[config.mk]
export PLATFORM = sky130hd
export DESIGN_NAME = sliding_window_rate_limiter_core_flat
export DESIGN_NICKNAME = d
export VERILOG_FILES = /design/src/sv/swrl_pkg.sv /design/src/sv/swrl_stream_if.sv /design/src/sv/sliding_window_rate_limiter_core.sv /design/src/sv/swrl_ctrl.sv /design/src/sv/swrl_dp.sv /design/src/flat_wrapper.sv
export SDC_FILE = /design/constraint.sdc
export NUM_CORES = 2
export LEC_CHECK = 0
export BUFFER_PORTS_ARGS = -buffer_cell sky130_fd_sc_hd__buf_2
export CAP_MARGIN = 20
export CORE_AREA = 2 2 447 782
export DETAILED_ROUTE_END_ITERATION = 6
export DIE_AREA = 0 0 449 784
export HOLD_SLACK_MARGIN = 0.05
export SETUP_SLACK_MARGIN = 0.5
export SLEW_MARGIN = 20
export SYNTH_ARGS = -nofsm -noshare
export SYNTH_HDL_FRONTEND = slang
export SYNTH_HIERARCHICAL = 1
export SYNTH_MEMORY_MAX_BITS = 65536
export SYNTH_SLANG_ARGS = --single-unit
export TNS_END_PERCENT = 10
[constraint.sdc]
create_clock -name clk_i -period 7.9 [get_ports clk_i]
set_clock_uncertainty 0.15 [all_clocks]
set_input_delay 0.79 -clock clk_i [delete_from_list [all_inputs] [get_ports clk_i]]
set_output_delay 0.79 -clock clk_i [all_outputs]
set_load 0.05 [all_outputs]
[src/sv/swrl_pkg.sv]
// package: shared types, codes and constants of the sliding window rate limiter
`timescale 1ns / 1ps

package swrl_pkg;

  localparam int STAMP_DEPTH_DEF   = 128;
  localparam int PENDING_DEPTH_DEF = 16;
  localparam int TIME_WIDTH_DEF    = 32;

  // admissions per tick at most
  localparam int MaxOut = 16;
  localparam int OutCntW = $clog2(MaxOut + 1);

  localparam int CfgIdxW  = 2;
  localparam int CfgDataW = 16;

  localparam logic [6:0]  MAX_REQ_RST  = 7'd10;
  localparam logic [15:0] WINDOW_RST   = 16'd1000;
  localparam logic [6:0]  BURST_RST    = 7'd0;

  typedef enum logic [1:0] {
    OP_TICK      = 2'd0,
    OP_REQUEST   = 2'd1,
    OP_CLEAR     = 2'd2,
    OP_RESET_ALL = 2'd3
  } op_e;

  typedef enum logic [1:0] {
    POL_QUEUE = 2'd0,
    POL_DROP  = 2'd1,
    POL_TRY   = 2'd2
  } policy_e;

  typedef enum logic [2:0] {
    ST_EXECUTED   = 3'd0,
    ST_QUEUED     = 3'd1,
    ST_DROPPED    = 3'd2,
    ST_REFUSED    = 3'd3,
    ST_QUEUE_FULL = 3'd4,
    ST_ACK        = 3'd5
  } status_e;

  typedef enum logic [CfgIdxW-1:0] {
    CFG_MAX_REQUESTS   = 2'd0,
    CFG_WINDOW_MS      = 2'd1,
    CFG_BURST_CAPACITY = 2'd2
  } cfg_idx_e;

  typedef enum logic [3:0] {
    S_IDLE,
    S_EXP_RD,
    S_EXP_CHK,
    S_TICK_CHK,
    S_ADMIT,
    S_REQ,
    S_CLR,
    S_HEAD_RD,
    S_EMIT
  } state_e;

  typedef struct packed {
    logic [1:0] operation;
    logic [1:0] policy;
    logic [7:0] request_tag;
  } in_item_t;

  typedef struct packed {
    logic [7:0]  tag;
    logic [2:0]  status;
    logic [7:0]  tokens_left;
    logic [4:0]  pending_count;
    logic [15:0] wait_ms;
    logic        last;
  } out_item_t;

  // controller to datapath
  typedef struct packed {
    logic accept;
    logic stamp_rd;
    logic expire_pop;
    logic admit;
    logic decide;
    logic clear;
    logic emit;
  } cmd_t;

  // datapath to controller
  typedef struct packed {
    op_e  new_op;
    op_e  op;
    logic expire_hit;
    logic can_admit;
    logic out_free;
  } stat_t;

endpackage

[src/sv/swrl_stream_if.sv]
// interface: valid/ready channel carrying one item per handshake
`timescale 1ns / 1ps

interface swrl_stream_if #(
  parameter type payload_t = logic
);
  logic     valid;
  logic     ready;
  payload_t payload;

  modport source (output valid, output payload, input ready);
  modport sink   (input valid, input payload, output ready);
endinterface

[src/sv/sliding_window_rate_limiter_core.sv]
// top level: sliding window log rate limiter core
// Usage:
//   req_if carries one item per handshake: a tick (advances the millisecond
//   clock), a request with its policy and tag, clear pending, or reset all.
//   rsp_if returns the results; last marks the final result of an item.
//   A tick returns zero to sixteen results, every other item exactly one.
//   cfg_we_i/cfg_idx_i/cfg_data_i write max_requests, window_ms and
//   burst_capacity; write them only while the block is idle.
// Timing:
//   req_if.ready is high only while the controller is idle. A tick or a
//   request first drops expired stamps, each with a stamp memory read and
//   then a compare; expiry and the head read before each result share the
//   single stamp memory read port.
//   Results go through one output register; when rsp_if stalls the
//   controller holds in its emit step, and a new item is taken as soon as
//   the last result sits in that register.
// Reset: the clock, both queues and the output register clear at once; the
//   registers return to 10, 1000 and 0. No clearing pass is needed.
`timescale 1ns / 1ps

module sliding_window_rate_limiter_core #(
  parameter int STAMP_DEPTH   = swrl_pkg::STAMP_DEPTH_DEF,
  parameter int PENDING_DEPTH = swrl_pkg::PENDING_DEPTH_DEF,
  parameter int TIME_WIDTH    = swrl_pkg::TIME_WIDTH_DEF
) (
  input  logic                          clk_i,
  input  logic                          rst_ni,
  swrl_stream_if.sink                   req_if,
  swrl_stream_if.source                 rsp_if,
  input  logic                          cfg_we_i,
  input  logic [swrl_pkg::CfgIdxW-1:0]  cfg_idx_i,
  input  logic [swrl_pkg::CfgDataW-1:0] cfg_data_i
);

  swrl_pkg::cmd_t      cmd;
  swrl_pkg::stat_t     stat;
  swrl_pkg::out_item_t out_item;
  logic                in_ready;
  logic                out_valid;

  swrl_ctrl u_ctrl (
    .clk_i      (clk_i),
    .rst_ni     (rst_ni),
    .in_valid_i (req_if.valid),
    .in_ready_o (in_ready),
    .stat_i     (stat),
    .cmd_o      (cmd)
  );

  swrl_dp #(
    .STAMP_DEPTH   (STAMP_DEPTH),
    .PENDING_DEPTH (PENDING_DEPTH),
    .TIME_WIDTH    (TIME_WIDTH)
  ) u_dp (
    .clk_i       (clk_i),
    .rst_ni      (rst_ni),
    .cfg_we_i    (cfg_we_i),
    .cfg_idx_i   (cfg_idx_i),
    .cfg_data_i  (cfg_data_i),
    .in_item_i   (req_if.payload),
    .out_ready_i (rsp_if.ready),
    .out_valid_o (out_valid),
    .out_item_o  (out_item),
    .cmd_i       (cmd),
    .stat_o      (stat)
  );

  assign req_if.ready   = in_ready;
  assign rsp_if.valid   = out_valid;
  assign rsp_if.payload = out_item;

endmodule

[src/sv/swrl_ctrl.sv]
// controller: state machine sequencing expiry, admission and result output
`timescale 1ns / 1ps

module swrl_ctrl (
  input  logic              clk_i,
  input  logic              rst_ni,
  input  logic              in_valid_i,
  output logic              in_ready_o,
  input  swrl_pkg::stat_t   stat_i,
  output swrl_pkg::cmd_t    cmd_o
);

  swrl_pkg::state_e state_q, state_d;

  always_ff @(posedge clk_i or negedge rst_ni) begin
    if (!rst_ni) begin
      state_q <= swrl_pkg::S_IDLE;
    end else begin
      state_q <= state_d;
    end
  end

  always_comb begin
    state_d    = state_q;
    cmd_o      = '0;
    in_ready_o = 1'b0;
    unique case (state_q)
      swrl_pkg::S_IDLE: begin
        in_ready_o = 1'b1;
        if (in_valid_i) begin
          cmd_o.accept = 1'b1;
          if (stat_i.new_op == swrl_pkg::OP_TICK || stat_i.new_op == swrl_pkg::OP_REQUEST) begin
            state_d = swrl_pkg::S_EXP_RD;
          end else begin
            state_d = swrl_pkg::S_CLR;
          end
        end
      end
      swrl_pkg::S_EXP_RD: begin
        cmd_o.stamp_rd = 1'b1;
        state_d        = swrl_pkg::S_EXP_CHK;
      end
      swrl_pkg::S_EXP_CHK: begin
        if (stat_i.expire_hit) begin
          cmd_o.expire_pop = 1'b1;
          state_d          = swrl_pkg::S_EXP_RD;
        end else if (stat_i.op == swrl_pkg::OP_TICK) begin
          state_d = swrl_pkg::S_TICK_CHK;
        end else begin
          state_d = swrl_pkg::S_REQ;
        end
      end
      swrl_pkg::S_TICK_CHK: begin
        state_d = stat_i.can_admit ? swrl_pkg::S_ADMIT : swrl_pkg::S_IDLE;
      end
      swrl_pkg::S_ADMIT: begin
        cmd_o.admit = 1'b1;
        state_d     = swrl_pkg::S_HEAD_RD;
      end
      swrl_pkg::S_REQ: begin
        cmd_o.decide = 1'b1;
        state_d      = swrl_pkg::S_HEAD_RD;
      end
      swrl_pkg::S_CLR: begin
        cmd_o.clear = 1'b1;
        state_d     = swrl_pkg::S_HEAD_RD;
      end
      swrl_pkg::S_HEAD_RD: begin
        cmd_o.stamp_rd = 1'b1;
        state_d        = swrl_pkg::S_EMIT;
      end
      swrl_pkg::S_EMIT: begin
        if (stat_i.out_free) begin
          cmd_o.emit = 1'b1;
          if (stat_i.op == swrl_pkg::OP_TICK && stat_i.can_admit) begin
            state_d = swrl_pkg::S_ADMIT;
          end else begin
            state_d = swrl_pkg::S_IDLE;
          end
        end
      end
      default: begin
        state_d = swrl_pkg::S_IDLE;
      end
    endcase
  end

endmodule

[src/sv/swrl_dp.sv]
// datapath: clock, stamp memory, pending queue, limits and output register
`timescale 1ns / 1ps

module swrl_dp #(
  parameter int STAMP_DEPTH   = swrl_pkg::STAMP_DEPTH_DEF,
  parameter int PENDING_DEPTH = swrl_pkg::PENDING_DEPTH_DEF,
  parameter int TIME_WIDTH    = swrl_pkg::TIME_WIDTH_DEF
) (
  input  logic                            clk_i,
  input  logic                            rst_ni,
  input  logic                            cfg_we_i,
  input  logic [swrl_pkg::CfgIdxW-1:0]    cfg_idx_i,
  input  logic [swrl_pkg::CfgDataW-1:0]   cfg_data_i,
  input  swrl_pkg::in_item_t              in_item_i,
  input  logic                            out_ready_i,
  output logic                            out_valid_o,
  output swrl_pkg::out_item_t             out_item_o,
  input  swrl_pkg::cmd_t                  cmd_i,
  output swrl_pkg::stat_t                 stat_o
);

  localparam int SIdxW = $clog2(STAMP_DEPTH);
  localparam int CntW  = $clog2(STAMP_DEPTH + 1);
  localparam int LimW  = (CntW > 8) ? CntW : 8;
  localparam int PIdxW = (PENDING_DEPTH > 1) ? $clog2(PENDING_DEPTH) : 1;
  localparam int OccW  = $clog2(PENDING_DEPTH + 1);

  // configuration
  logic [6:0]  max_req_q;
  logic [15:0] window_q;
  logic [6:0]  burst_q;

  // control state
  logic [TIME_WIDTH-1:0]       time_q;
  logic [SIdxW-1:0]            s_head_q;
  logic [CntW-1:0]             cnt_q;
  logic [PIdxW-1:0]            p_head_q;
  logic [OccW-1:0]             occ_q;
  logic [swrl_pkg::OutCntW-1:0] n_q;
  swrl_pkg::op_e               op_q;
  logic                        out_valid_q;

  // payload
  logic [1:0]                  pol_q;
  logic [7:0]                  tag_q;
  swrl_pkg::status_e           status_q;
  logic [TIME_WIDTH-1:0]       rd_data_q;
  swrl_pkg::out_item_t         out_item_q;

  logic [TIME_WIDTH-1:0] stamp_mem [STAMP_DEPTH];
  logic [7:0]            pend_mem  [PENDING_DEPTH];

  logic [6:0]            m_eff;
  logic [15:0]           w_eff;
  logic [LimW-1:0]       lim_sum;
  logic [LimW-1:0]       limit;
  logic [LimW-1:0]       cnt_ext;
  logic [LimW-1:0]       tokens;
  logic                  tok_free;
  logic [TIME_WIDTH-1:0] age;
  logic [15:0]           wait_ms;
  logic                  has_room;
  logic                  rec_en;
  logic                  push_en;
  logic                  pend_full;
  logic [SIdxW-1:0]      s_head_inc;
  logic [SIdxW:0]        s_tail_sum;
  logic [SIdxW-1:0]      s_tail;
  logic [PIdxW-1:0]      p_head_inc;
  logic [PIdxW:0]        p_tail_sum;
  logic [PIdxW-1:0]      p_tail;
  swrl_pkg::status_e     decide_status;

  assign m_eff   = (max_req_q == 7'd0) ? 7'd1 : max_req_q;
  assign w_eff   = (window_q == 16'd0) ? 16'd1 : window_q;
  assign lim_sum = LimW'(m_eff) + LimW'(burst_q);
  assign limit   = (lim_sum > LimW'(STAMP_DEPTH)) ? LimW'(STAMP_DEPTH) : lim_sum;
  assign cnt_ext = LimW'(cnt_q);
  assign tokens  = (cnt_ext >= limit) ? '0 : limit - cnt_ext;
  assign tok_free = (tokens != '0);

  assign age     = time_q - rd_data_q;
  assign wait_ms = (!tok_free && cnt_q != '0 && age < TIME_WIDTH'(w_eff))
                   ? (w_eff - age[15:0]) : 16'd0;

  assign has_room  = (cnt_q < CntW'(STAMP_DEPTH));
  assign pend_full = (occ_q >= OccW'(PENDING_DEPTH));
  assign rec_en    = has_room && (cmd_i.admit || (cmd_i.decide && tok_free));
  assign push_en   = cmd_i.decide && !tok_free && !pend_full &&
                     (swrl_pkg::policy_e'(pol_q) == swrl_pkg::POL_QUEUE);

  assign s_head_inc = (s_head_q == SIdxW'(STAMP_DEPTH - 1)) ? '0 : s_head_q + 1'b1;
  assign s_tail_sum = (SIdxW + 1)'(s_head_q) + (SIdxW + 1)'(cnt_q);
  assign s_tail     = (s_tail_sum >= (SIdxW + 1)'(STAMP_DEPTH))
                      ? SIdxW'(s_tail_sum - (SIdxW + 1)'(STAMP_DEPTH)) : SIdxW'(s_tail_sum);
  assign p_head_inc = (p_head_q == PIdxW'(PENDING_DEPTH - 1)) ? '0 : p_head_q + 1'b1;
  assign p_tail_sum = (PIdxW + 1)'(p_head_q) + (PIdxW + 1)'(occ_q);
  assign p_tail     = (p_tail_sum >= (PIdxW + 1)'(PENDING_DEPTH))
                      ? PIdxW'(p_tail_sum - (PIdxW + 1)'(PENDING_DEPTH)) : PIdxW'(p_tail_sum);

  always_comb begin
    if (tok_free) begin
      decide_status = swrl_pkg::ST_EXECUTED;
    end else begin
      unique case (swrl_pkg::policy_e'(pol_q))
        swrl_pkg::POL_QUEUE: begin
          decide_status = pend_full ? swrl_pkg::ST_QUEUE_FULL : swrl_pkg::ST_QUEUED;
        end
        swrl_pkg::POL_DROP: begin
          decide_status = swrl_pkg::ST_DROPPED;
        end
        default: begin
          decide_status = swrl_pkg::ST_REFUSED;
        end
      endcase
    end
  end

  // stamp memory
  always_ff @(posedge clk_i) begin
    if (rec_en) begin
      stamp_mem[s_tail] <= time_q;
    end
  end

  always_ff @(posedge clk_i) begin
    if (cmd_i.stamp_rd) begin
      rd_data_q <= stamp_mem[s_head_q];
    end
  end

  // pending queue storage
  always_ff @(posedge clk_i) begin
    if (push_en) begin
      pend_mem[p_tail] <= tag_q;
    end
  end

  // payload registers
  always_ff @(posedge clk_i) begin
    if (cmd_i.accept) begin
      pol_q <= in_item_i.policy;
      tag_q <= in_item_i.request_tag;
    end
    if (cmd_i.admit) begin
      tag_q    <= pend_mem[p_head_q];
      status_q <= swrl_pkg::ST_EXECUTED;
    end
    if (cmd_i.decide) begin
      status_q <= decide_status;
    end
    if (cmd_i.clear) begin
      tag_q    <= 8'd0;
      status_q <= swrl_pkg::ST_ACK;
    end
    if (cmd_i.emit) begin
      out_item_q.tag           <= tag_q;
      out_item_q.status        <= status_q;
      out_item_q.tokens_left   <= 8'(tokens);
      out_item_q.pending_count <= 5'(occ_q);
      out_item_q.wait_ms       <= wait_ms;
      out_item_q.last          <= !stat_o.can_admit || (op_q != swrl_pkg::OP_TICK);
    end
  end

  // control registers
  always_ff @(posedge clk_i or negedge rst_ni) begin
    if (!rst_ni) begin
      max_req_q   <= swrl_pkg::MAX_REQ_RST;
      window_q    <= swrl_pkg::WINDOW_RST;
      burst_q     <= swrl_pkg::BURST_RST;
      time_q      <= '0;
      s_head_q    <= '0;
      cnt_q       <= '0;
      p_head_q    <= '0;
      occ_q       <= '0;
      n_q         <= '0;
      op_q        <= swrl_pkg::OP_TICK;
      out_valid_q <= 1'b0;
    end else begin
      if (cfg_we_i) begin
        unique case (swrl_pkg::cfg_idx_e'(cfg_idx_i))
          swrl_pkg::CFG_MAX_REQUESTS:   max_req_q <= cfg_data_i[6:0];
          swrl_pkg::CFG_WINDOW_MS:      window_q  <= cfg_data_i;
          swrl_pkg::CFG_BURST_CAPACITY: burst_q   <= cfg_data_i[6:0];
          default: begin
          end
        endcase
      end
      if (cmd_i.accept) begin
        op_q <= swrl_pkg::op_e'(in_item_i.operation);
        n_q  <= '0;
        if (swrl_pkg::op_e'(in_item_i.operation) == swrl_pkg::OP_TICK) begin
          time_q <= time_q + 1'b1;
        end
      end
      if (cmd_i.expire_pop) begin
        s_head_q <= s_head_inc;
        cnt_q    <= cnt_q - 1'b1;
      end
      if (rec_en) begin
        cnt_q <= cnt_q + 1'b1;
      end
      if (cmd_i.admit) begin
        p_head_q <= p_head_inc;
        occ_q    <= occ_q - 1'b1;
        n_q      <= n_q + 1'b1;
      end
      if (push_en) begin
        occ_q <= occ_q + 1'b1;
      end
      if (cmd_i.clear) begin
        p_head_q <= '0;
        occ_q    <= '0;
        if (op_q == swrl_pkg::OP_RESET_ALL) begin
          s_head_q <= '0;
          cnt_q    <= '0;
        end
      end
      if (cmd_i.emit) begin
        out_valid_q <= 1'b1;
      end else if (out_ready_i) begin
        out_valid_q <= 1'b0;
      end
    end
  end

  assign stat_o.new_op     = swrl_pkg::op_e'(in_item_i.operation);
  assign stat_o.op         = op_q;
  assign stat_o.expire_hit = (cnt_q != '0) && (age > TIME_WIDTH'(w_eff));
  assign stat_o.can_admit  = (occ_q != '0) && tok_free &&
                             (n_q < swrl_pkg::OutCntW'(swrl_pkg::MaxOut));
  assign stat_o.out_free   = !out_valid_q || out_ready_i;

  assign out_valid_o = out_valid_q;
  assign out_item_o  = out_item_q;

endmodule
[src/flat_wrapper.sv]
// flat-port wrapper written by rule: the top's interface ports become plain ports
module sliding_window_rate_limiter_core_flat 
#(
  parameter int STAMP_DEPTH   = swrl_pkg::STAMP_DEPTH_DEF,
  parameter int PENDING_DEPTH = swrl_pkg::PENDING_DEPTH_DEF,
  parameter int TIME_WIDTH    = swrl_pkg::TIME_WIDTH_DEF
)
  (clk_i, rst_ni, cfg_we_i, cfg_idx_i, cfg_data_i, req_if_valid, req_if_payload, req_if_ready, rsp_if_valid, rsp_if_payload, rsp_if_ready);
  swrl_stream_if req_if_i ();
  swrl_stream_if rsp_if_i ();
  input  logic clk_i;
  input  logic rst_ni;
  input  logic cfg_we_i;
  input  logic [swrl_pkg::CfgIdxW-1:0] cfg_idx_i;
  input  logic [swrl_pkg::CfgDataW-1:0] cfg_data_i;
  input wire logic [$bits(req_if_i.valid)-1:0] req_if_valid;
  input wire logic [$bits(req_if_i.payload)-1:0] req_if_payload;
  output wire logic [$bits(req_if_i.ready)-1:0] req_if_ready;
  output wire logic [$bits(rsp_if_i.valid)-1:0] rsp_if_valid;
  output wire logic [$bits(rsp_if_i.payload)-1:0] rsp_if_payload;
  input wire logic [$bits(rsp_if_i.ready)-1:0] rsp_if_ready;
  assign req_if_i.valid = req_if_valid;
  assign req_if_i.payload = req_if_payload;
  assign req_if_ready = req_if_i.ready;
  assign rsp_if_valid = rsp_if_i.valid;
  assign rsp_if_payload = rsp_if_i.payload;
  assign rsp_if_i.ready = rsp_if_ready;
  sliding_window_rate_limiter_core #(.STAMP_DEPTH(STAMP_DEPTH), .PENDING_DEPTH(PENDING_DEPTH), .TIME_WIDTH(TIME_WIDTH)) u_core (.clk_i(clk_i), .rst_ni(rst_ni), .req_if(req_if_i), .rsp_if(rsp_if_i), .cfg_we_i(cfg_we_i), .cfg_idx_i(cfg_idx_i), .cfg_data_i(cfg_data_i));
endmodule
# Yosys cells after proc, flatten, opt, wreduce, memory -nomap -nowiden
# Memory sizes are Yosys's and may differ from the RTL's. A register that Yosys moved wholly into a read port is not among the register bits.
# Cells that the tools add are included.
# classes
add_sub_neg	12
order_cmp	7
n_eq_ne	13
mux	33
reduce_logical	30
# op_table
cell	n
32-bit by 1-bit adder with 32-bit output, second input constant	1
32-bit by 16-bit > comparator with 1-bit output	1
8-bit 2-to-1 mux	4
32-bit subtractor	1
4-bit one-hot mux with 7 select lines	1
5-bit 2-to-1 mux	5
7-bit 2-to-1 mux	3
4-bit by 3-bit == test with 1-bit output, second input constant	4
16-bit zero test	1
16-bit 2-to-1 mux	1
8-bit nonzero test	2
1-bit 2-to-1 mux	15
5-bit by 1-bit adder with 5-bit output, second input constant	2
7-bit by 7-bit adder with 8-bit output	1
7-bit by 8-bit adder with 8-bit output	1
8-bit by 1-bit adder with 8-bit output, second input constant	1
4-bit by 2-bit == test with 1-bit output, second input constant	2
8-bit >= comparator	1
8-bit >= comparator, second input constant	1
8-bit > comparator, second input constant	1
8-bit < comparator, second input constant	1
4-bit 2-to-1 mux	2
2-bit AND reduction	4
8-bit by 1-bit subtractor with 8-bit output, second input constant	1
other kinds (26)	38
# totals
register_bits	93
ramBits	4096
output_inout_bits	3
wordCells	107
n_memories	1
# mem_list
name	depth	width	read_ports	rd_ports_with_merged_regs	wr	line_no	source
u_core.u_dp.stamp_mem	128	32	1	1	1	swrl_dp.sv:50	logic [TIME_WIDTH-1:0] stamp_mem [STAMP_DEPTH];

# Longest topological paths before layout
# logic_depth
depth_word	13
ltp_mapped	29
ltp_nobuf	29

# Modules after synthesis
# Netlist, hierarchy kept.
# by_module_without_submodules
module	n_inst	cells_per_inst	area_each_um2	seq_area_each_um2
swrl_dp	1	7320	171934.9	131676.3
swrl_ctrl	1	45	396.6	100.1
sliding_window_rate_limiter_core	1	1	3.8	0.0

# Worst setup path after synthesis
# Ideal clock, no wire load.
# synth_timing
path_type	register to register
from	reg u_core.u_dp.max_req_q[1]
to	mem u_core/u_dp/stamp_mem[102][0] in the netlist's numbering, enable pin
setup_time_ps	421
arrival_ps	6544
required_ps	7329
slack_ps	785
stages_incl_launch_ff	26
synth_period_minus_slack_ps	7115
cell_sequence	dfstp_2 nor4_1 a21o_1 ha_1 fa_1 a21oi_1 nor2_1 nor2_1 o21bai_1 a21oi_1 xnor2_1 nor3_1 o21ai_0 ha_1 inv_1 fa_1 a211oi_1 nor3_1 o311ai_0 nor4_1 a2111oi_2 nor2_2 nor2_1 nand2_1 buf_2 nor2_1
# synth_between
elab_chain_cells	13
# synth_lines
item	line_no	source
start, declared	swrl_dp.sv:29	logic [6:0] max_req_q;
start signal, assigned	swrl_dp.sv:169	max_req_q <= swrl_pkg::MAX_REQ_RST;
start signal, assigned	swrl_dp.sv:183	swrl_pkg::CFG_MAX_REQUESTS: max_req_q <= cfg_data_i[6:0];
7-bit zero test	swrl_dp.sv:74	assign m_eff = (max_req_q == 7'd0) ? 7'd1 : max_req_q;
7-bit 2-to-1 mux (*)	swrl_dp.sv:74	
7-bit by 7-bit adder with 8-bit output (*)	swrl_dp.sv:76	assign lim_sum = LimW'(m_eff) + LimW'(burst_q);
8-bit > comparator	swrl_dp.sv:77	assign limit = (lim_sum > LimW'(STAMP_DEPTH)) ? LimW'(STAMP_DEPTH) : lim_sum;
8-bit 2-to-1 mux (*)	swrl_dp.sv:77	
8-bit subtractor or 8-bit >= comparator (tied branches)	swrl_dp.sv:79	assign tokens = (cnt_ext >= limit) ? '0 : limit - cnt_ext;
8-bit 2-to-1 mux (*)	swrl_dp.sv:79	
8-bit nonzero test (*)	swrl_dp.sv:80	assign tok_free = (tokens != '0);
1-bit logical AND (*)	swrl_dp.sv:88	assign rec_en = has_room && (cmd_i.admit || (cmd_i.decide && tok_free));
1-bit logical OR (*)	swrl_dp.sv:88	
1-bit logical AND (*)	swrl_dp.sv:88	
1-bit 2-to-1 mux (*)	swrl_dp.sv:121	if (rec_en) begin
1-bit 2-to-1 mux (implied by the code) (*)	swrl_dp.sv:122	stamp_mem[s_tail] <= time_q;
end, declared	swrl_dp.sv:50	
# Mark *: on every way between the ends. The rest lies on a longest branch, timed or not.

# Worst setup path in the final report
# layout_timing
from	reg u_core.u_dp.max_req_q[1]
to	mem u_core/u_dp/stamp_mem[12][1] in the netlist's numbering, enable pin
# Same word-level chain as after synthesis.

==> impl_metrics.json <==
{
  "outcome": "finished, violations left",
  "violations": "design-rule violations",
  "die_area_um2": 352000,
  "hold_viol_final": 0,
  "max_freq_mhz": 147,
  "path_class": "reg2reg",
  "port_buffers": 25,
  "critPathSlowestCell": "dfstp_2",
  "startpoint_type": "flip-flop",
  "place.gp.congestion": 0.901,
  "ant_nets": 0,
  "worst_ep_required_time_ns": 8.32,
  "p_sw_frac": 0.303,
  "setup-violations-final": 0,
  "grt-ovfl-total": 0,
  "worst_ep_arrival_time_ns": 7.24,
  "max_stage_delay_ns": 0.58,
  "pin_count": 27,
  "crit_family": "compound AO/OA/AOI/OAI gates",
  "peakVddDrop_mv": 0.300,
  "r2r-end": "u_core/u_dp/stamp_mem[12][1]",
  "drive_above_1_share": 0.318,
  "finalMaxSlewViolations": 0,
  "clkLatencyLatePin_ns": 0.94,
  "nNetsFinal": 7342,
  "setup_tns_ns": 0,
  "synth_area_um2": 165000,
  "p_clk_frac": 0.308,
  "track_usage": 0.235,
  "yosys_warnings": 6,
  "min_path_cells": 3,
  "powerDensity_nw_per_um2": 311,
  "slew_headroom": 0.270,
  "crit_buf_inv": 4,
  "grt_pass1_vias": 78000,
  "r2r.worst_path.cells": 27,
  "seqPwrFrac": 0.442,
  "p_sw_mw": 17.5,
  "rsz0062_at_grt": "false",
  "fin_area_um2": 186000,
  "hold_class": "in2reg",
  "synthToLayoutAreaGrowth_pct": 13.2,
  "cap_violations": 0,
  "internal_power_mw": 40.3,
  "cp_max_fo": 23,
  "fillerInstances": 26000,
  "syn_area_per_cell_um2": 23.8,
  "combPwrFrac": 0.250,
  "cts_buffers": 369,
  "worst_setup_path_end_kind": "flip-flop",
  "drtIter0Drc": 7264,
  "fin_crit_sh": 0.864,
  "cts_tree": "done",
  "cts_num_sinks": 4225,
  "seqCellArea_um2": 127000,
  "r2r_start": "u_core/u_dp/max_req_q[1]",
  "multiInputGateArea_um2": 37500,
  "place_area_um2": 174000,
  "dr.pass1.iters": 7,
  "wl_per_cell_um": 33.7,
  "grt_antenna_before_repair": 49,
  "detailroute.via_count": 74100,
  "grt_pass1_wl_mm": 587,
  "cts_buffer_depth": 4,
  "min_to": "u_core/u_dp/max_req_q[2]",
  "grt_max_degree": 138,
  "drt-vias-per-instance": 5.99,
  "rows": 286,
  "dp_hpwl_mm": 255,
  "fp.dieH_um": 784,
  "clk_pin_slew_ns": 0.06,
  "htreeDepth": 5,
  "core_area_um2": 346000,
  "r2r_setup_slack_ns": 1.08,
  "drc": 1,
  "leakage_nw": 54.1,
  "finalCriticalPeriod_ns": 6.82,
  "root_buffer": "clkbuf_16",
  "syn-instance-count": 6906,
  "die_x_um": 449,
  "wl_mm": 417,
  "holdCritStartpoint": "cfg_idx_i[0]",
  "start_util": 0.476,
  "worstMarginPinSlew_ns": 1.09
}
==> worst register-to-register path, cell delays in order (launching register included) <==
cell,delay (ns)
dfstp_2,0.58
nor4_1,0.07
a21o_1,0.18
ha_1,0.21
fa_1,0.41
a21oi_1,0.16
nor2_1,0.06
nor2_1,0.15
o21bai_1,0.08
a21oi_1,0.17
xnor2_1,0.16
nor3_1,0.12
o21ai_0,0.19
ha_1,0.19
inv_1,0.06
fa_1,0.44
a211oi_1,0.34
nor3_1,0.12
o311ai_0,0.33
nor4_1,0.14
a2111oi_2,0.41
buf_4,0.21
nor2_4,0.10
nor2_1,0.37
nand2_2,0.07
buf_4,0.36
nor2_4,0.27
buf_4,0.38
==> sequential cells by signal, summed over array words and instances, names as in the netlist, 7 cells and up <==
signal,count
u_core/u_dp/s_head_q,7
u_core/u_dp/stamp_mem,4096
u_core/u_dp/time_q,32
u_core/u_dp/burst_q,7
u_core/u_dp/max_req_q,7
u_core/u_dp/window_q,16
u_core/u_dp/cnt_ext,8
u_core/u_dp/rd_data_q,32
==> per-layer routing <==
layer	global-route usage	routed length, µm	vias to the layer above
li1	-	-	30500
met1	0.272	146000	40800
met2	0.432	228000	2218
met3	0.0263	18600	581
met4	0.120	23700	18
met5	0	119	-
==> power groups by stage <==
stage          Sequential (mW)  Clock [mW]  Combinational (mW)
2_1_floorplan             25.9           0                8.79
3_3_place_gp              26.1           0                14.5
3_5_place_dp              26.1           0                14.6
4_1_cts                   25.6        18.2                14.7
5_1_grt                   25.6        18.9                15.1
6_report                  25.6        17.8                14.5
==> cell usage in the layout, fill, tap and decap left out, types with 38 or more instances in the layout <==
master	n
a21oi_1	56
buf_12	132
buf_4	122
clkbuf_1	68
clkbuf_16	381
clkinv_1	101
clkinv_2	55
dfrtp_1	47
dfrtp_4	38
diode_2	235
edfxtp_1	4131
ha_1	77
inv_1	76
mux2_2	67
mux4_2	1344
nand2_1	80
nor2_1	86
nor2_4	129
xnor2_1	56
==> worst max-delay path by stage <==
| stage | start | to | slack, ns | cells past startpoint |
|---|---|---|---|---|
| global placement | u_core/u_dp/max_req_q[1] | u_core/u_dp/stamp_mem[2][5] | 0.62 | 27 |
| detailed placement | u_core/u_dp/max_req_q[1] | u_core/u_dp/stamp_mem[2][6] | 0.73 | 27 |
| global route | u_core/u_dp/max_req_q[1] | u_core/u_dp/stamp_mem[37][6] | 0.51 | 27 |
| CTS | u_core/u_dp/max_req_q[1] | u_core/u_dp/stamp_mem[3][3] | 0.72 | 27 |
| finish | u_core/u_dp/max_req_q[1] | u_core/u_dp/stamp_mem[12][1] | 1.08 | 27 |
| floorplan | u_core/u_dp/max_req_q[1] | u_core/u_dp/stamp_mem[102][0] | 0.87 | 25 |
==> final cells by class <==
type | instances | share of cell area
Clock inverter | 211 | 0.00989
Multi-Input combinational cell | 2262 | 0.201
Clock buffer | 451 | 0.0527
Inverter | 77 | 0.00155
Antenna cell | 235 | 0.00316
Tap cell | 4608 | 0.0309
Timing Repair Buffer | 301 | 0.0213
Sequential cell | 4225 | 0.679
==> stage by stage <==
step	utilization	hold slack [ns]	instances	total power [mW]	setup WS [ns]
2_1_floorplan	-	0.326	6912	34.7	0.865
3_3_place_gp	0.503	0.344	11400	40.6	0.615
3_5_place_dp	0.503	0.353	11400	40.7	0.733
4_1_cts	0.537	0.179	12100	58.4	0.717
5_1_grt	0.539	0.241	12300	59.6	0.506
6_report	0.539	0.264	12400	57.9	1.08
==> repair_timing <==
| action | 4_1_cts | 5_1_grt |
|---|---|---|
| endpoints found under the hold margin | 73 | 0 |
| gates resized for setup | 0 | 2 |
| buffers inserted | 0 | 4 |
| setup endpoints to repair | 0 | 2044 |
| hold buffers | 19 | 0 |
(Power assumes the default switching activity.)
